$ cat config.mk
export PLATFORM = sky130hd
export DESIGN_NAME = reliable_transport_window_engine
export DESIGN_NICKNAME = d
export VERILOG_FILES = /design/src/hdl/rtwe_pkg.sv /design/src/hdl/rtwe_ctrl.sv /design/src/hdl/rtwe_datapath.sv /design/src/hdl/reliable_transport_window_engine.sv
export SDC_FILE = /design/constraint.sdc
export NUM_CORES = 2
export LEC_CHECK = 0
export ABC_AREA = 1
export BUFFER_PORTS_ARGS = -buffer_cell sky130_fd_sc_hd__buf_2
export CAP_MARGIN = 20
export CORE_ASPECT_RATIO = 1.1
export CORE_UTILIZATION = 25
export DETAILED_ROUTE_END_ITERATION = 10
export PLACE_DENSITY_LB_ADDON = 0.3
export SLEW_MARGIN = 10
export SYNTH_ARGS = -nofsm -noshare
export SYNTH_HDL_FRONTEND = slang
export SYNTH_SLANG_ARGS = --single-unit
$ cat constraint.sdc
create_clock -name clk -period 22.3 [get_ports clk]
set_input_delay 1.115 -clock clk [delete_from_list [all_inputs] [get_ports clk]]
set_output_delay 1.115 -clock clk [all_outputs]
set_load 0.02 [all_outputs]
$ cat src/hdl/rtwe_pkg.sv
// Shared types, codes and constants of the reliable transport window engine.
package rtwe_pkg;

  // Configuration register indexes.
  localparam logic [2:0] REG_INIT_SEND_SEQ = 3'd0;
  localparam logic [2:0] REG_INIT_EXP_SEQ  = 3'd1;
  localparam logic [2:0] REG_WINDOW_BYTES  = 3'd2;
  localparam logic [2:0] REG_DUP_THRESHOLD = 3'd3;
  localparam logic [2:0] REG_MAX_SEGMENT   = 3'd4;

  // Reset values of the configuration and sequence state.
  localparam logic [31:0] RST_INIT_SEND_SEQ = 32'd100;
  localparam logic [31:0] RST_INIT_EXP_SEQ  = 32'd0;
  localparam logic [15:0] RST_WINDOW_BYTES  = 16'd20240;
  localparam logic [3:0]  RST_DUP_THRESHOLD = 4'd3;
  localparam logic [10:0] RST_MAX_SEGMENT   = 11'd1012;
  localparam logic [3:0]  DUP_MAX           = 4'd15;

  // Input item kinds.
  localparam logic [1:0] FUNC_HEADER  = 2'd0;
  localparam logic [1:0] FUNC_TIMEOUT = 2'd1;
  localparam logic [1:0] FUNC_SEND    = 2'd2;

  // Result actions.
  localparam logic [1:0] ACT_SEND     = 2'd0;
  localparam logic [1:0] ACT_RETX     = 2'd1;
  localparam logic [1:0] ACT_DELIVER  = 2'd2;
  localparam logic [1:0] ACT_PURE_ACK = 2'd3;

  // Commands from the controller to the datapath.
  typedef enum logic [3:0] {
    CMD_NONE,
    CMD_DUP,
    CMD_SCAN_OLD,
    CMD_EMIT_OLD,
    CMD_SCAN_ACK,
    CMD_SCAN_STORE,
    CMD_WRITE_STORE,
    CMD_SCAN_DELIV,
    CMD_EMIT_DELIV,
    CMD_SCAN_SEND,
    CMD_EMIT_SEND,
    CMD_FINISH
  } cmd_t;

  // Status from the datapath to the controller.
  typedef struct packed {
    logic scan_done;
    logic found;
    logic fire;
    logic is_hdr;
    logic store_ok;
    logic emit_ok;
  } status_t;

  // One result item.
  typedef struct packed {
    logic [1:0]  action;
    logic [31:0] seg_seq;
    logic [10:0] seg_length;
    logic [31:0] ack_num;
    logic [15:0] send_room;
  } result_t;

  // Serial-number compare: a lies behind b.
  function automatic logic behind(input logic [31:0] a, input logic [31:0] b);
    logic [31:0] d;
    d = a - b;
    return d[31];
  endfunction

endpackage

$ cat src/hdl/rtwe_ctrl.sv
// Sequencing controller of the reliable transport window engine.
module rtwe_ctrl
  import rtwe_pkg::*;
(
  input  logic       clk,
  input  logic       rst,
  input  logic       in_valid,
  input  logic [1:0] in_func,
  input  logic       in_ack_flag,
  input  status_t    st,
  output logic       in_ready,
  output cmd_t       cmd
);

  typedef enum logic [3:0] {
    S_IDLE, S_DUP, S_OLD_SCAN, S_OLD_EMIT, S_ACK_SCAN, S_STORE_SCAN, S_STORE_WR,
    S_DELIV_SCAN, S_DELIV_EMIT, S_SEND_SCAN, S_SEND_EMIT, S_FINISH
  } state_t;

  state_t state;

  // State register and sequencing.
  always_ff @(posedge clk) begin
    if (rst) begin
      state <= S_IDLE;
    end else begin
      unique case (state)
        S_IDLE: begin
          if (in_valid) begin
            if (in_func == FUNC_HEADER && in_ack_flag) state <= S_DUP;
            else if (in_func == FUNC_TIMEOUT) state <= S_OLD_SCAN;
            else if (in_func == FUNC_SEND) state <= S_SEND_SCAN;
          end
        end
        S_DUP: state <= st.fire ? S_OLD_SCAN : S_ACK_SCAN;
        S_OLD_SCAN: if (st.scan_done) state <= S_OLD_EMIT;
        S_OLD_EMIT: if (st.emit_ok) state <= st.is_hdr ? S_ACK_SCAN : S_FINISH;
        S_ACK_SCAN: begin
          if (st.scan_done) state <= st.store_ok ? S_STORE_SCAN : S_DELIV_SCAN;
        end
        S_STORE_SCAN: if (st.scan_done) state <= S_STORE_WR;
        S_STORE_WR: state <= S_DELIV_SCAN;
        S_DELIV_SCAN: begin
          if (st.scan_done) state <= st.found ? S_DELIV_EMIT : S_FINISH;
        end
        S_DELIV_EMIT: if (st.emit_ok) state <= S_DELIV_SCAN;
        S_SEND_SCAN: if (st.scan_done) state <= S_SEND_EMIT;
        S_SEND_EMIT: if (st.emit_ok) state <= S_FINISH;
        S_FINISH: if (st.emit_ok) state <= S_IDLE;
        default: state <= S_IDLE;
      endcase
    end
  end

  assign in_ready = (state == S_IDLE);

  // Command decode.
  always_comb begin
    unique case (state)
      S_DUP:        cmd = CMD_DUP;
      S_OLD_SCAN:   cmd = CMD_SCAN_OLD;
      S_OLD_EMIT:   cmd = CMD_EMIT_OLD;
      S_ACK_SCAN:   cmd = CMD_SCAN_ACK;
      S_STORE_SCAN: cmd = CMD_SCAN_STORE;
      S_STORE_WR:   cmd = CMD_WRITE_STORE;
      S_DELIV_SCAN: cmd = CMD_SCAN_DELIV;
      S_DELIV_EMIT: cmd = CMD_EMIT_DELIV;
      S_SEND_SCAN:  cmd = CMD_SCAN_SEND;
      S_SEND_EMIT:  cmd = CMD_EMIT_SEND;
      S_FINISH:     cmd = CMD_FINISH;
      default:      cmd = CMD_NONE;
    endcase
  end

endmodule

$ cat src/hdl/rtwe_datapath.sv
// Tables, counters, scan unit and result registers of the window engine.
module rtwe_datapath
  import rtwe_pkg::*;
#(
  parameter int SEND_SLOTS = 32,
  parameter int RECV_SLOTS = 32
) (
  input  logic        clk,
  input  logic        rst,
  input  cmd_t        cmd,
  output status_t     st,
  input  logic        in_accept,
  input  logic [87:0] in_data,
  input  logic [1:0]  in_user,
  input  logic        cfg_we,
  input  logic [2:0]  cfg_index,
  input  logic [31:0] cfg_data,
  output logic        out_valid,
  input  logic        out_ready,
  output logic [95:0] out_data,
  output logic [1:0]  out_user,
  output logic        out_last
);

  localparam int SCAN_N = (SEND_SLOTS > RECV_SLOTS) ? SEND_SLOTS : RECV_SLOTS;
  localparam int IDXW   = $clog2(SCAN_N);
  localparam int SW     = $clog2(SEND_SLOTS);
  localparam int RW     = $clog2(RECV_SLOTS);

  // Configuration.
  logic [15:0] window_bytes;
  logic [3:0]  dup_threshold;
  logic [10:0] max_segment;

  // Tables.
  logic [31:0] send_seq [SEND_SLOTS];
  logic [10:0] send_len [SEND_SLOTS];
  logic [SEND_SLOTS-1:0] send_vld;
  logic [31:0] recv_seq [RECV_SLOTS];
  logic [10:0] recv_len [RECV_SLOTS];
  logic [RECV_SLOTS-1:0] recv_vld;

  // Scalar state.
  logic [15:0] send_bytes, recv_bytes;
  logic [31:0] expected_seq, next_seq, last_ack;
  logic [3:0]  dup_count;

  // Latched item.
  logic [1:0]  it_func;
  logic [31:0] it_ack, it_seq;
  logic [10:0] it_rxlen, it_txlen;

  // Scan unit.
  logic [IDXW-1:0] cnt, idx;
  logic            found, flag;
  logic [31:0]     best_gap, cap_seq;
  logic [10:0]     cap_len;

  // Result staging.
  logic    pend_valid;
  result_t pend, out_res, res;
  logic    push, flush, go, out_free;

  // Current scan entry.
  logic [SW-1:0] si;
  logic [RW-1:0] ri;
  logic          s_in, r_in, sv, rv, first, fcur, gcur, is_scan, scan_done;
  logic [31:0]   sseq, rseq, d;
  logic [10:0]   slen, rlen;
  logic          take_old, ack_drop, st_dup, st_free, stale, hit, sd_free;

  assign si    = cnt[SW-1:0];
  assign ri    = cnt[RW-1:0];
  assign s_in  = {1'b0, cnt} < (IDXW + 1)'(SEND_SLOTS);
  assign r_in  = {1'b0, cnt} < (IDXW + 1)'(RECV_SLOTS);
  assign sseq  = send_seq[si];
  assign slen  = send_len[si];
  assign rseq  = recv_seq[ri];
  assign rlen  = recv_len[ri];
  assign sv    = s_in && send_vld[si];
  assign rv    = r_in && recv_vld[ri];
  assign first = (cnt == '0);
  assign fcur  = first ? 1'b0 : found;
  assign gcur  = first ? 1'b0 : flag;
  assign d     = next_seq - sseq;

  assign take_old = sv && (!fcur || d > best_gap);
  assign ack_drop = sv && behind(sseq, it_ack);
  assign st_dup   = rv && (rseq == it_seq);
  assign st_free  = r_in && !recv_vld[ri] && !fcur;
  assign stale    = rv && behind(rseq, expected_seq);
  assign hit      = rv && (rseq == expected_seq);
  assign sd_free  = s_in && !send_vld[si] && !fcur;

  assign is_scan = (cmd == CMD_SCAN_OLD) || (cmd == CMD_SCAN_ACK) ||
                   (cmd == CMD_SCAN_STORE) || (cmd == CMD_SCAN_DELIV) ||
                   (cmd == CMD_SCAN_SEND);
  assign scan_done = is_scan && (cnt == IDXW'(SCAN_N - 1));

  // Duplicate ack count and fast retransmit trigger.
  logic [3:0] dup_new;
  assign dup_new = (it_ack == last_ack) ? ((dup_count == DUP_MAX) ? DUP_MAX : dup_count + 4'd1)
                                        : 4'd1;

  // Window rooms.
  logic [15:0] send_room_now, recv_room;
  assign send_room_now = (send_bytes >= window_bytes) ? 16'd0 : window_bytes - send_bytes;
  assign recv_room     = (recv_bytes >= window_bytes) ? 16'd0 : window_bytes - recv_bytes;

  // Outgoing length clamp and the room left after a new segment.
  logic [10:0] tx_clamp, tx_len;
  logic [15:0] sb_new, sb_eff, room_after;
  logic        take_send, pure_ack;
  assign tx_clamp   = (it_txlen > max_segment) ? max_segment : it_txlen;
  assign tx_len     = ({5'd0, tx_clamp} > send_room_now) ? send_room_now[10:0] : tx_clamp;
  assign take_send  = (tx_len != 11'd0) && found;
  assign pure_ack   = ((it_txlen == 11'd0) && flag) || (send_room_now == 16'd0) ||
                      ((tx_len != 11'd0) && !found);
  assign sb_new     = send_bytes + {5'd0, tx_len};
  assign sb_eff     = take_send ? sb_new : send_bytes;
  assign room_after = (sb_eff >= window_bytes) ? 16'd0 : window_bytes - sb_eff;

  // Result selection.
  assign out_free = !out_valid || out_ready;
  assign go       = !pend_valid || out_free;
  assign flush    = (cmd == CMD_FINISH) && go;

  always_comb begin
    res  = '{action: ACT_PURE_ACK, seg_seq: 32'd0, seg_length: 11'd0,
             ack_num: expected_seq, send_room: send_room_now};
    push = 1'b0;
    case (cmd)
      CMD_EMIT_OLD: begin
        push = go && found;
        res  = '{action: ACT_RETX, seg_seq: cap_seq, seg_length: cap_len,
                 ack_num: expected_seq, send_room: send_room_now};
      end
      CMD_EMIT_DELIV: begin
        push = go;
        res  = '{action: ACT_DELIVER, seg_seq: expected_seq, seg_length: cap_len,
                 ack_num: expected_seq + {21'd0, cap_len}, send_room: send_room_now};
      end
      CMD_EMIT_SEND: begin
        push = go && (take_send || pure_ack);
        if (take_send) begin
          res = '{action: ACT_SEND, seg_seq: next_seq, seg_length: tx_len,
                  ack_num: expected_seq, send_room: room_after};
        end else begin
          res = '{action: ACT_PURE_ACK, seg_seq: 32'd0, seg_length: 11'd0,
                  ack_num: expected_seq, send_room: send_room_now};
        end
      end
      default: ;
    endcase
  end

  // Status to the controller.
  always_comb begin
    st.scan_done = scan_done;
    st.found     = hit || fcur;
    st.fire      = dup_new >= dup_threshold;
    st.is_hdr    = (it_func == FUNC_HEADER);
    st.store_ok  = (it_rxlen != 11'd0) && (recv_room >= {5'd0, it_rxlen});
    st.emit_ok   = go;
  end

  // Control state: configuration, valid bits, counters and handshake.
  always_ff @(posedge clk) begin
    if (rst) begin
      window_bytes  <= RST_WINDOW_BYTES;
      dup_threshold <= RST_DUP_THRESHOLD;
      max_segment   <= RST_MAX_SEGMENT;
      send_vld      <= '0;
      recv_vld      <= '0;
      send_bytes    <= 16'd0;
      recv_bytes    <= 16'd0;
      expected_seq  <= RST_INIT_EXP_SEQ;
      next_seq      <= RST_INIT_SEND_SEQ;
      last_ack      <= 32'd0;
      dup_count     <= 4'd1;
      cnt           <= '0;
      found         <= 1'b0;
      flag          <= 1'b0;
      pend_valid    <= 1'b0;
      out_valid     <= 1'b0;
    end else begin
      if (cfg_we) begin
        unique case (cfg_index)
          REG_INIT_SEND_SEQ: next_seq      <= cfg_data;
          REG_INIT_EXP_SEQ:  expected_seq  <= cfg_data;
          REG_WINDOW_BYTES:  window_bytes  <= cfg_data[15:0];
          REG_DUP_THRESHOLD: dup_threshold <= cfg_data[3:0];
          REG_MAX_SEGMENT:   max_segment   <= cfg_data[10:0];
          default: ;
        endcase
      end

      if (is_scan) cnt <= scan_done ? '0 : cnt + 1'b1;

      case (cmd)
        CMD_DUP: begin
          dup_count <= st.fire ? 4'd0 : dup_new;
          last_ack  <= it_ack;
        end
        CMD_SCAN_OLD: found <= take_old || fcur;
        CMD_SCAN_ACK: begin
          if (ack_drop) begin
            send_vld[si] <= 1'b0;
            send_bytes   <= (send_bytes >= {5'd0, slen}) ? send_bytes - {5'd0, slen} : 16'd0;
          end
        end
        CMD_SCAN_STORE: begin
          found <= st_free || fcur;
          flag  <= st_dup || gcur;
        end
        CMD_WRITE_STORE: begin
          if (found && !flag) begin
            recv_vld[idx[RW-1:0]] <= 1'b1;
            recv_bytes            <= recv_bytes + {5'd0, it_rxlen};
          end
        end
        CMD_SCAN_DELIV: begin
          found <= hit || fcur;
          if (stale) begin
            recv_vld[ri] <= 1'b0;
            recv_bytes   <= (recv_bytes >= {5'd0, rlen}) ? recv_bytes - {5'd0, rlen} : 16'd0;
          end
        end
        CMD_EMIT_DELIV: begin
          if (go) begin
            recv_vld[idx[RW-1:0]] <= 1'b0;
            recv_bytes   <= (recv_bytes >= {5'd0, cap_len}) ?
                            recv_bytes - {5'd0, cap_len} : 16'd0;
            expected_seq <= expected_seq + {21'd0, cap_len};
          end
        end
        CMD_SCAN_SEND: begin
          found <= sd_free || fcur;
          flag  <= rv || gcur;
        end
        CMD_EMIT_SEND: begin
          if (go && take_send) begin
            send_vld[idx[SW-1:0]] <= 1'b1;
            send_bytes            <= sb_new;
            next_seq              <= next_seq + {21'd0, tx_len};
          end
        end
        default: ;
      endcase

      // Result staging: one result is held back until the next shows
      // whether it is the last of its item.
      if (push) begin
        pend_valid <= 1'b1;
      end else if (flush && pend_valid) begin
        pend_valid <= 1'b0;
      end
      if ((push || flush) && pend_valid) begin
        out_valid <= 1'b1;
      end else if (out_ready) begin
        out_valid <= 1'b0;
      end
    end
  end

  // Payload registers: tables, item, captures and results.
  always_ff @(posedge clk) begin
    if (in_accept) begin
      it_func  <= in_user;
      it_ack   <= in_data[32:1];
      it_seq   <= in_data[64:33];
      it_rxlen <= in_data[75:65];
      it_txlen <= in_data[86:76];
    end
    if (cmd == CMD_SCAN_OLD && take_old) begin
      idx      <= cnt;
      best_gap <= d;
      cap_seq  <= sseq;
      cap_len  <= slen;
    end
    if (cmd == CMD_SCAN_STORE && st_free) idx <= cnt;
    if (cmd == CMD_SCAN_DELIV && hit) begin
      idx     <= cnt;
      cap_len <= rlen;
    end
    if (cmd == CMD_SCAN_SEND && sd_free) idx <= cnt;
    if (cmd == CMD_WRITE_STORE && found && !flag) begin
      recv_seq[idx[RW-1:0]] <= it_seq;
      recv_len[idx[RW-1:0]] <= it_rxlen;
    end
    if (cmd == CMD_EMIT_SEND && go && take_send) begin
      send_seq[idx[SW-1:0]] <= next_seq;
      send_len[idx[SW-1:0]] <= tx_len;
    end
    if (push) begin
      pend <= res;
      if (pend_valid) begin
        out_res  <= pend;
        out_last <= 1'b0;
      end
    end else if (flush && pend_valid) begin
      out_res  <= pend;
      out_last <= 1'b1;
    end
  end

  assign out_data = {5'd0, out_res.send_room, out_res.ack_num,
                     out_res.seg_length, out_res.seg_seq};
  assign out_user = out_res.action;

  // A new result never overwrites an output that is still waiting.
  a_push_room: assert property (@(posedge clk) disable iff (rst)
    push && pend_valid |-> out_free)
    else $error("result pushed while output register is occupied");

  // A stored segment only goes into a free reorder slot.
  a_store_free: assert property (@(posedge clk) disable iff (rst)
    (cmd == CMD_WRITE_STORE) && found && !flag |-> !recv_vld[idx[RW-1:0]])
    else $error("reorder write into an occupied slot");

  // A new segment only goes into a free send slot.
  a_send_free: assert property (@(posedge clk) disable iff (rst)
    (cmd == CMD_EMIT_SEND) && go && take_send |-> !send_vld[idx[SW-1:0]])
    else $error("send table write into an occupied slot");

endmodule

$ cat src/hdl/reliable_transport_window_engine.sv
// Top level of the reliable transport window engine.
//
//  channel   direction  handshake               payload
//  s_axis    in         s_axis_tvalid/tready    tdata header/send fields, tuser func
//  m_axis    out        m_axis_tvalid/tready    tdata segment fields, tuser action, tlast
//  cfg       in         cfg_valid/cfg_ready     cfg_index, cfg_data
//
// One item is worked at a time; every table pass walks N = max(SEND_SLOTS, RECV_SLOTS)
// entries, one per cycle. Timeout: oldest pass, resend. Send: free-slot pass, emit. Header:
// dup check, optional resend, ack pass, optional store and write, delivery passes; then finish.
// Reset clears all valid bits at once; no clearing pass is needed.
// A stalled output holds the engine at its next result; input is taken only when idle.
module reliable_transport_window_engine
  import rtwe_pkg::*;
#(
  parameter int SEND_SLOTS = 32,
  parameter int RECV_SLOTS = 32
) (
  input  logic        clk,
  input  logic        rst,
  input  logic        s_axis_tvalid,
  output logic        s_axis_tready,
  // rx_ack_flag, rx_ack_num, rx_seq, rx_length, tx_length, zero pad
  input  logic [87:0] s_axis_tdata,
  // func
  input  logic [1:0]  s_axis_tuser,
  output logic        m_axis_tvalid,
  input  logic        m_axis_tready,
  // seg_seq, seg_length, ack_num, send_room, zero pad
  output logic [95:0] m_axis_tdata,
  // action
  output logic [1:0]  m_axis_tuser,
  output logic        m_axis_tlast,
  input  logic        cfg_valid,
  output logic        cfg_ready,
  input  logic [2:0]  cfg_index,
  input  logic [31:0] cfg_data
);

  cmd_t    cmd;
  status_t st;

  assign cfg_ready = 1'b1;

  rtwe_ctrl u_ctrl (
    .clk         (clk),
    .rst         (rst),
    .in_valid    (s_axis_tvalid),
    .in_func     (s_axis_tuser),
    .in_ack_flag (s_axis_tdata[0]),
    .st          (st),
    .in_ready    (s_axis_tready),
    .cmd         (cmd)
  );

  rtwe_datapath #(
    .SEND_SLOTS (SEND_SLOTS),
    .RECV_SLOTS (RECV_SLOTS)
  ) u_datapath (
    .clk       (clk),
    .rst       (rst),
    .cmd       (cmd),
    .st        (st),
    .in_accept (s_axis_tvalid && s_axis_tready),
    .in_data   (s_axis_tdata),
    .in_user   (s_axis_tuser),
    .cfg_we    (cfg_valid && cfg_ready),
    .cfg_index (cfg_index),
    .cfg_data  (cfg_data),
    .out_valid (m_axis_tvalid),
    .out_ready (m_axis_tready),
    .out_data  (m_axis_tdata),
    .out_user  (m_axis_tuser),
    .out_last  (m_axis_tlast)
  );

endmodule

# == After elaboration in Yosys (flattened, before gate mapping) ==
# Memories as Yosys holds them, arrays and structs flattened. A register that Yosys moved wholly into a read port is not among the register bits.
# Cells that the tools add are included.
# word_totals
reg_bits,595
mem_bits_rw,2752
romBits,64
in_bits,130
output_inout_bits,102
elab_cells,306
n_memories,5
# op_classes
addsub,15
magnitude_cmp,15
eq_ne,50
mux,98
n_bitwise,7
n_reduce_logical,79
# memory_table
memory,words,word_bits,rd,rd_clocked_by_memory_dff,wr,line,source
u_datapath.recv_seq,32,32,1,1,1,rtwe_datapath.sv:39,logic [31:0] recv_seq [RECV_SLOTS];
u_datapath.send_seq,32,32,1,1,1,rtwe_datapath.sv:36,logic [31:0] send_seq [SEND_SLOTS];
u_datapath.recv_len,32,11,1,1,1,rtwe_datapath.sv:40,logic [10:0] recv_len [RECV_SLOTS];
u_datapath.send_len,32,11,1,1,1,rtwe_datapath.sv:37,logic [10:0] send_len [SEND_SLOTS];
(no name shown),16,4,1,1,0,rtwe_ctrl.sv:59,unique case (state)
# ops
op,n
2-to-1 mux 32 bit,13
2-to-1 mux 93 bit,4
one-hot mux 93 bit (3 select lines),1
2-to-1 mux 16 bit,12
AND 32 bit,3
== test 32 bit,3
one-hot mux 32 bit (3 select lines),1
subtractor 32 bit,3
2-to-1 mux 4 bit,19
2-to-1 mux 5 bit,13
adder 32 x 11 -> 32 bit,2
greater-or-equal comparator 16 x 11 -> 1 bit,4
inverter 32 bit,2
OR 32 bit,2
one-hot mux 32 bit (2 select lines),1
greater-or-equal comparator 16 bit,3
one-hot mux 16 bit (3 select lines),1
one-hot mux 4 bit (12 select lines),1
subtractor 16 x 11 -> 16 bit,3
subtractor 16 bit,3
2-to-1 mux 11 bit,4
== test 4 bit (second input constant),9
adder 16 x 11 -> 16 bit,2
== test 4 x 3 -> 1 bit (second input constant),8
other kinds (45),147

# == Logic depth before layout (Yosys ltp) ==
# depth
ltp_word,13
ltp_mapped,57
depth_no_buf,56

# == By module ==
# Synthesis repeated with hierarchy kept, for this count alone.
# unflattened
hier_cells,12551
hier_area_um2,144683.8
# by_module_without_submodules
module,instances,cells_per_inst,area_per_inst_um2,seq_area_each_um2
rtwe_datapath,1,12443,144048.2,98124.1
rtwe_ctrl,1,104,616.8,160.2
reliable_transport_window_engine,1,4,18.8,0.0

# == Least setup slack after synthesis ==
# Ideal clock, no wire load.
# synth_path
kind,register to register
start,register u_datapath.send_bytes[12]
end,"register u_datapath.pend[10] in the netlist's numbering, data pin"
setup_time_ns,0.271
arrival_ns,7.458
required_ns,22.029
slack_ns,14.572
stages_incl_launch_ff,49
n_path_buf,3
period_less_slack_ns,7.728
cell_sequence,dfxtp_1 -> clkbuf_1 -> inv_1 -> ha_1 -> nand2_1 -> nor2_2 -> nand2_1 -> inv_2 -> nand2_2 -> nand2_1 -> nand2_2 -> or2_2 -> ha_1 -> a21oi_1 -> o21a_1 -> nand2_1 -> nand2_1 -> nand2_1 -> (+13 left out) -> o21ai_0 -> nand2_1 -> nand2_1 -> a21oi_1 -> o21ai_0 -> nand2_1 -> inv_1 -> o21ai_0 -> o21ai_0 -> a31oi_1 -> ha_1 -> inv_1 -> nor4_1 -> nor3b_1 -> a21oi_1 -> nand2_1 -> buf_2 -> o22ai_1
# synth_rtl
element,line,source
"start, declared",rtwe_datapath.sv:44,"logic [15:0] send_bytes, recv_bytes;"
"start signal, assigned",rtwe_datapath.sv:209,"send_bytes <= (send_bytes >= {5'd0, slen}) ? send_bytes - {5'd0, slen} : 16'd0;"
"start signal, assigned",rtwe_datapath.sv:244,send_bytes <= sb_new;
"end signal, assigned",rtwe_datapath.sv:296,pend <= res;
"end, declared",rtwe_datapath.sv:61,"result_t pend, out_res, res;"

==> results.md <==
* routed wirelength normalized by instance count: 24.7 um
* kind of critical path: reg -> reg
* global-route usage over all layers: 0.167
* last weighted congestion value of the routability-driven placer: 0.894
* sort of element at the start of the critical path: register
* area share of the largest cell type after synthesis: 0.648
* nature of the critical path endpoint: register
* aggregate global routing overflow: 0
* Yosys reg bits: 3,356
* later-pin clock latency in the skew report: 930 ps
* final clock period utilization by the worst path: 0.447
* Post-synth ARST share: 0
* slowest stage cell, crit path: sky130_fd_sc_hd__a21oi_1
* drt pass-1 iters: 6
* path type of the worst min-delay path: in -> reg
* destination of the worst hold path: u_datapath.it_ack[5]
* accumulated negative setup slack: 0 ps
* routed via count divided by cell count: 4.98
* Worst R2R Start: u_datapath.it_txlen[6]
* worst path required time: 22,980 ps
* Worst Min Path Start: s_axis_tdata[6]
* final worst clock skew: 51.0 ps
* number of hold violations in the final report: 0
* hold depth: 1
* part of the power in the clock network: 0.311
* setup slack of the most critical reg-to-reg path: 12,340 ps
* unrepaired setup endpoints after global routing: no
* main combinational cell family by area after synthesis: compound AO/OA/AOI/OAI gates
* warning count from the yosys run: 0
* highest clock rate: 100 MHz
* result of the run: finished, final reports clean
* Site Rows: 292
* Total Routed Length: 507 mm
* max-capacitance violation count: 0
* register area share after synthesis: 0.682
* library cell occupying the most area in the post-synthesis netlist: sky130_fd_sc_hd__edfxtp_1
* placed wire-length estimate: 294 mm
* syn avg cell area: 11.5 um2
* switching power share of the total: 0.355
* Net Switching: 6.65 mW
* core occupancy in the finished layout: 0.289
* net total in the final layout: 13,048
* number of global-route vias before repair: 94,601
* fraction of layout instances using a drive strength above 1: 0.0911
* library cell appearing most often on the critical path: sky130_fd_sc_hd__nand2_1
* synth top area cells: sky130_fd_sc_hd__edfxtp_1 (65%), sky130_fd_sc_hd__o21ai_0 (7.7%), sky130_fd_sc_hd__nor2_1 (5.5%)
* max incr delay on CP: 690 ps
* Worst path top cell family by delay: compound AO/OA/AOI/OAI gates
* wire length of the first global-routing pass: 708 mm
* fraction of the mapped netlist area in compound gates: 0.142
* Setup WS post-layout: 12,340 ps
* die extent in x: 726 um
* Synth Area in Simple Gates: 0.0986
* buffers and inverters on the worst path: 7
* largest fanout of any net on the critical path: 34
* maximum number of pins on one net before global-route repair: 176
* worst voltage drop across the vdd grid: 0.0819 mV
* area of the core region: 0.574 mm2
* number of nets with antenna violations after detailed routing: 0
* Pins Over Slew Limit: 0
* endpoint of the most critical register-to-register path: u_datapath.pend[4]
* maximum root-to-sink buffer count: 4
* arrival time worst endpoint: 10,640 ps
* pwr dens: 113 mW/mm2
* Int Power: 12.1 mW
* total vias in the final route: 102,376
* Top Ports: 232
* height of the die: 798 um
* initial standard-cell utilization of the core: 0.251
* Post-synth EDFFs: 3,107
* Hold-fix buffers, CTS: 0
* number of gates resized after CTS: 0
* post-synthesis xor/xnor area fraction: 0.0121
* area added between synthesis and finish: 15.2%
* IO buf count: 224
* Least-Margin Pin Slew: 1290 ps
* standby leakage power: 56.3 nW
* Sequential Power Share: 0.398
* TritonCTS sink count: 3,356
* time the worst path needs with I/O delays and setup: 9960 ps
* fraction of power consumed by combinational cells: 0.291
* CTS H-tree lvls: 5
* number of clock buffers inserted by TritonCTS: 345
* TritonCTS clock tree: yes
* count of unique library cells instantiated by Yosys: 68
* number of antenna violations at the first check in global routing: 27
* FILL cells: 59,020
* Die Outline Area: 0.579 mm2
* cell count of the worst reg-to-reg path: 47
* share of synthesized cell area in full adder, half adder and majority cells: 0.0269
* Synth Instances: 12,488
* multiplexer fraction of the synthesized cell area: 0.000834
* predominant post-synthesis flop cell: sky130_fd_sc_hd__edfxtp_1
* headroom to the max-slew limit: 0.133
* Final setup violation count: 0
* worst slack, placed: 12,520 ps
* clock transition at the registers of the reported paths: 60 ps
* Post-CTS Setup Inserts: 0
* Root Buffer Master: sky130_fd_sc_hd__clkbuf_16
* starting DRC count in detailed routing: 11,619
* synthesized area: 0.144 mm2
* remaining routing DRC violations: 0
==> worst register-to-register path, delay by kind of cell (launching register included) <==
family | cells | cell delay (ps)
buffers and inverters | 7 | 840
AO/OA/AOI/OAI | 13 | 3710
AND/OR/NAND/NOR | 22 | 3020
flip-flops | 1 | 440
adder cells (fa/ha/maj) | 5 | 1720
==> cells by family (layout without fill, tap and decap cells) <==
kind of cell / count (synthesis) / in the layout
other: 2 / 15
multiplexers: 12 / 12
adder cells (fa/ha/maj): 303 / 303
flip-flops: 3356 / 3356
buffers and inverters: 1373 / 1771
AO/OA/AOI/OAI: 3681 / 3681
XOR/XNOR: 199 / 199
AND/OR/NAND/NOR: 3562 / 3562
==> how the worst max path moves through the flow <==
stage / from / to / slack [ps] / cells past startpoint
finish: u_datapath.it_txlen[6] / u_datapath.pend[4] / 12340 / 47
global route: u_datapath.it_txlen[6] / u_datapath.pend[4] / 11070 / 47
CTS: u_datapath.it_txlen[6] / u_datapath.pend[4] / 12460 / 47
detailed placement: u_datapath.it_txlen[6] / u_datapath.pend[4] / 12520 / 47
global placement: u_datapath.it_txlen[6] / u_datapath.pend[4] / 12470 / 47
floorplan: u_datapath.send_bytes[12] / u_datapath.pend[10] / 14570 / 48
==> synth_stat cells, types with 8 or more instances <==
library cell	n
sky130_fd_sc_hd__edfxtp_1	3107
sky130_fd_sc_hd__o21ai_0	2202
sky130_fd_sc_hd__nor2_1	2101
sky130_fd_sc_hd__nand2_1	981
sky130_fd_sc_hd__o22ai_1	733
sky130_fd_sc_hd__clkbuf_1	637
sky130_fd_sc_hd__inv_1	618
sky130_fd_sc_hd__a21oi_1	411
sky130_fd_sc_hd__ha_1	292
sky130_fd_sc_hd__nand3_1	251
sky130_fd_sc_hd__dfxtp_1	249
sky130_fd_sc_hd__xor2_1	140
sky130_fd_sc_hd__o221ai_1	134
sky130_fd_sc_hd__nor3_1	94
sky130_fd_sc_hd__buf_2	64
sky130_fd_sc_hd__o211ai_1	61
sky130_fd_sc_hd__xnor2_1	59
sky130_fd_sc_hd__nand4_1	43
sky130_fd_sc_hd__buf_1	29
sky130_fd_sc_hd__nor4_1	26
sky130_fd_sc_hd__or2_2	22
sky130_fd_sc_hd__nor2_2	17
sky130_fd_sc_hd__a211oi_1	14
sky130_fd_sc_hd__a211oi_2	14
sky130_fd_sc_hd__a31oi_1	13
sky130_fd_sc_hd__o21bai_1	13
sky130_fd_sc_hd__mux2i_1	12
sky130_fd_sc_hd__o21a_1	12
sky130_fd_sc_hd__fa_1	11
sky130_fd_sc_hd__o32ai_1	10
sky130_fd_sc_hd__a22o_1	9
sky130_fd_sc_hd__buf_4	9
sky130_fd_sc_hd__o31ai_1	8
==> metal layers <==
metal  global-route usage  wire length (um)
met1                0.236            225000
met3               0.0216             36300
met5                    0                56
met2                0.264            228000
met4               0.0538             17500
==> metrics by stage <==
step	hold slack [ps]	cells	instance area (um2)	power, mW
2_1_floorplan	400	12492	144000	11.0
3_3_place_gp	403	19907	155000	13.0
3_5_place_dp	405	19910	155000	13.0
4_1_cts	289	20532	166000	18.8
5_1_grt	322	20535	166000	19.6
6_report	354	20543	166000	18.8
==> power by group through the flow <==
| stage | logic [mW] | registers (mW) | clock network, mW |
|---|---|---|---|
| floorplan | 3.42 | 7.62 | 0 |
| global placement | 5.37 | 7.60 | 0 |
| detailed placement | 5.40 | 7.60 | 0 |
| CTS | 5.41 | 7.46 | 5.90 |
| global route | 5.98 | 7.48 | 6.13 |
| finish | 5.46 | 7.47 | 5.83 |
==> cell type report <==
| type | count | area (um2) | share of cell area |
|---|---|---|---|
| multi-input combinational | 7763 | 41000 | 0.247 |
| clock inverter | 183 | 1860 | 0.0112 |
| clock buffer | 439 | 9190 | 0.0554 |
| tap | 7644 | 9560 | 0.0577 |
| antenna | 9 | 22.5 | 0.000136 |
| sequential | 3356 | 98300 | 0.593 |
| inverter | 628 | 2400 | 0.0145 |
| timing repair buffer | 521 | 3520 | 0.0212 |
==> cells in the final DEF (no fill, tap or decap), types with 10 or more instances in the layout <==
cell type,netlist,routed
sky130_fd_sc_hd__nor2_2,17,19
sky130_fd_sc_hd__nand2_1,981,978
sky130_fd_sc_hd__buf_2,64,223
sky130_fd_sc_hd__a21oi_1,411,411
sky130_fd_sc_hd__or2_2,22,22
sky130_fd_sc_hd__inv_1,618,611
sky130_fd_sc_hd__a211oi_1,14,14
sky130_fd_sc_hd__mux2i_1,12,12
sky130_fd_sc_hd__fa_1,11,11
sky130_fd_sc_hd__buf_12,0,12
sky130_fd_sc_hd__a31oi_1,13,13
sky130_fd_sc_hd__a211oi_2,14,14
sky130_fd_sc_hd__o21a_1,12,12
sky130_fd_sc_hd__clkbuf_16,0,350
sky130_fd_sc_hd__ha_1,292,292
sky130_fd_sc_hd__clkinv_1,5,62
sky130_fd_sc_hd__xnor2_1,59,59
sky130_fd_sc_hd__o22ai_1,733,733
sky130_fd_sc_hd__bufinv_16,0,31
sky130_fd_sc_hd__nor3_1,94,94
sky130_fd_sc_hd__edfxtp_1,3107,3107
sky130_fd_sc_hd__clkinv_2,0,59
sky130_fd_sc_hd__clkbuf_8,0,10
sky130_fd_sc_hd__dfxtp_1,249,244
sky130_fd_sc_hd__nand4_1,43,43
sky130_fd_sc_hd__nor2_4,2,71
sky130_fd_sc_hd__buf_4,9,285
sky130_fd_sc_hd__o21bai_1,13,13
sky130_fd_sc_hd__o221ai_1,134,134
sky130_fd_sc_hd__o32ai_1,10,10
sky130_fd_sc_hd__xor2_1,140,140
sky130_fd_sc_hd__o21ai_0,2202,2199
sky130_fd_sc_hd__nor2_1,2101,2030
sky130_fd_sc_hd__o211ai_1,61,61
sky130_fd_sc_hd__clkbuf_1,637,79
sky130_fd_sc_hd__nor4_1,26,26
sky130_fd_sc_hd__nand3_1,251,249
==> registers in the layout, summed over array words and instances, names as in the netlist, 91 cells and up, named ones only <==
name / flops
u_datapath.send_seq: 1024
u_datapath.send_len: 352
u_datapath.out_data: 91
u_datapath.pend: 93
u_datapath.recv_seq: 1024
u_datapath.recv_len: 352
Power figures use the tool's default switching activity.
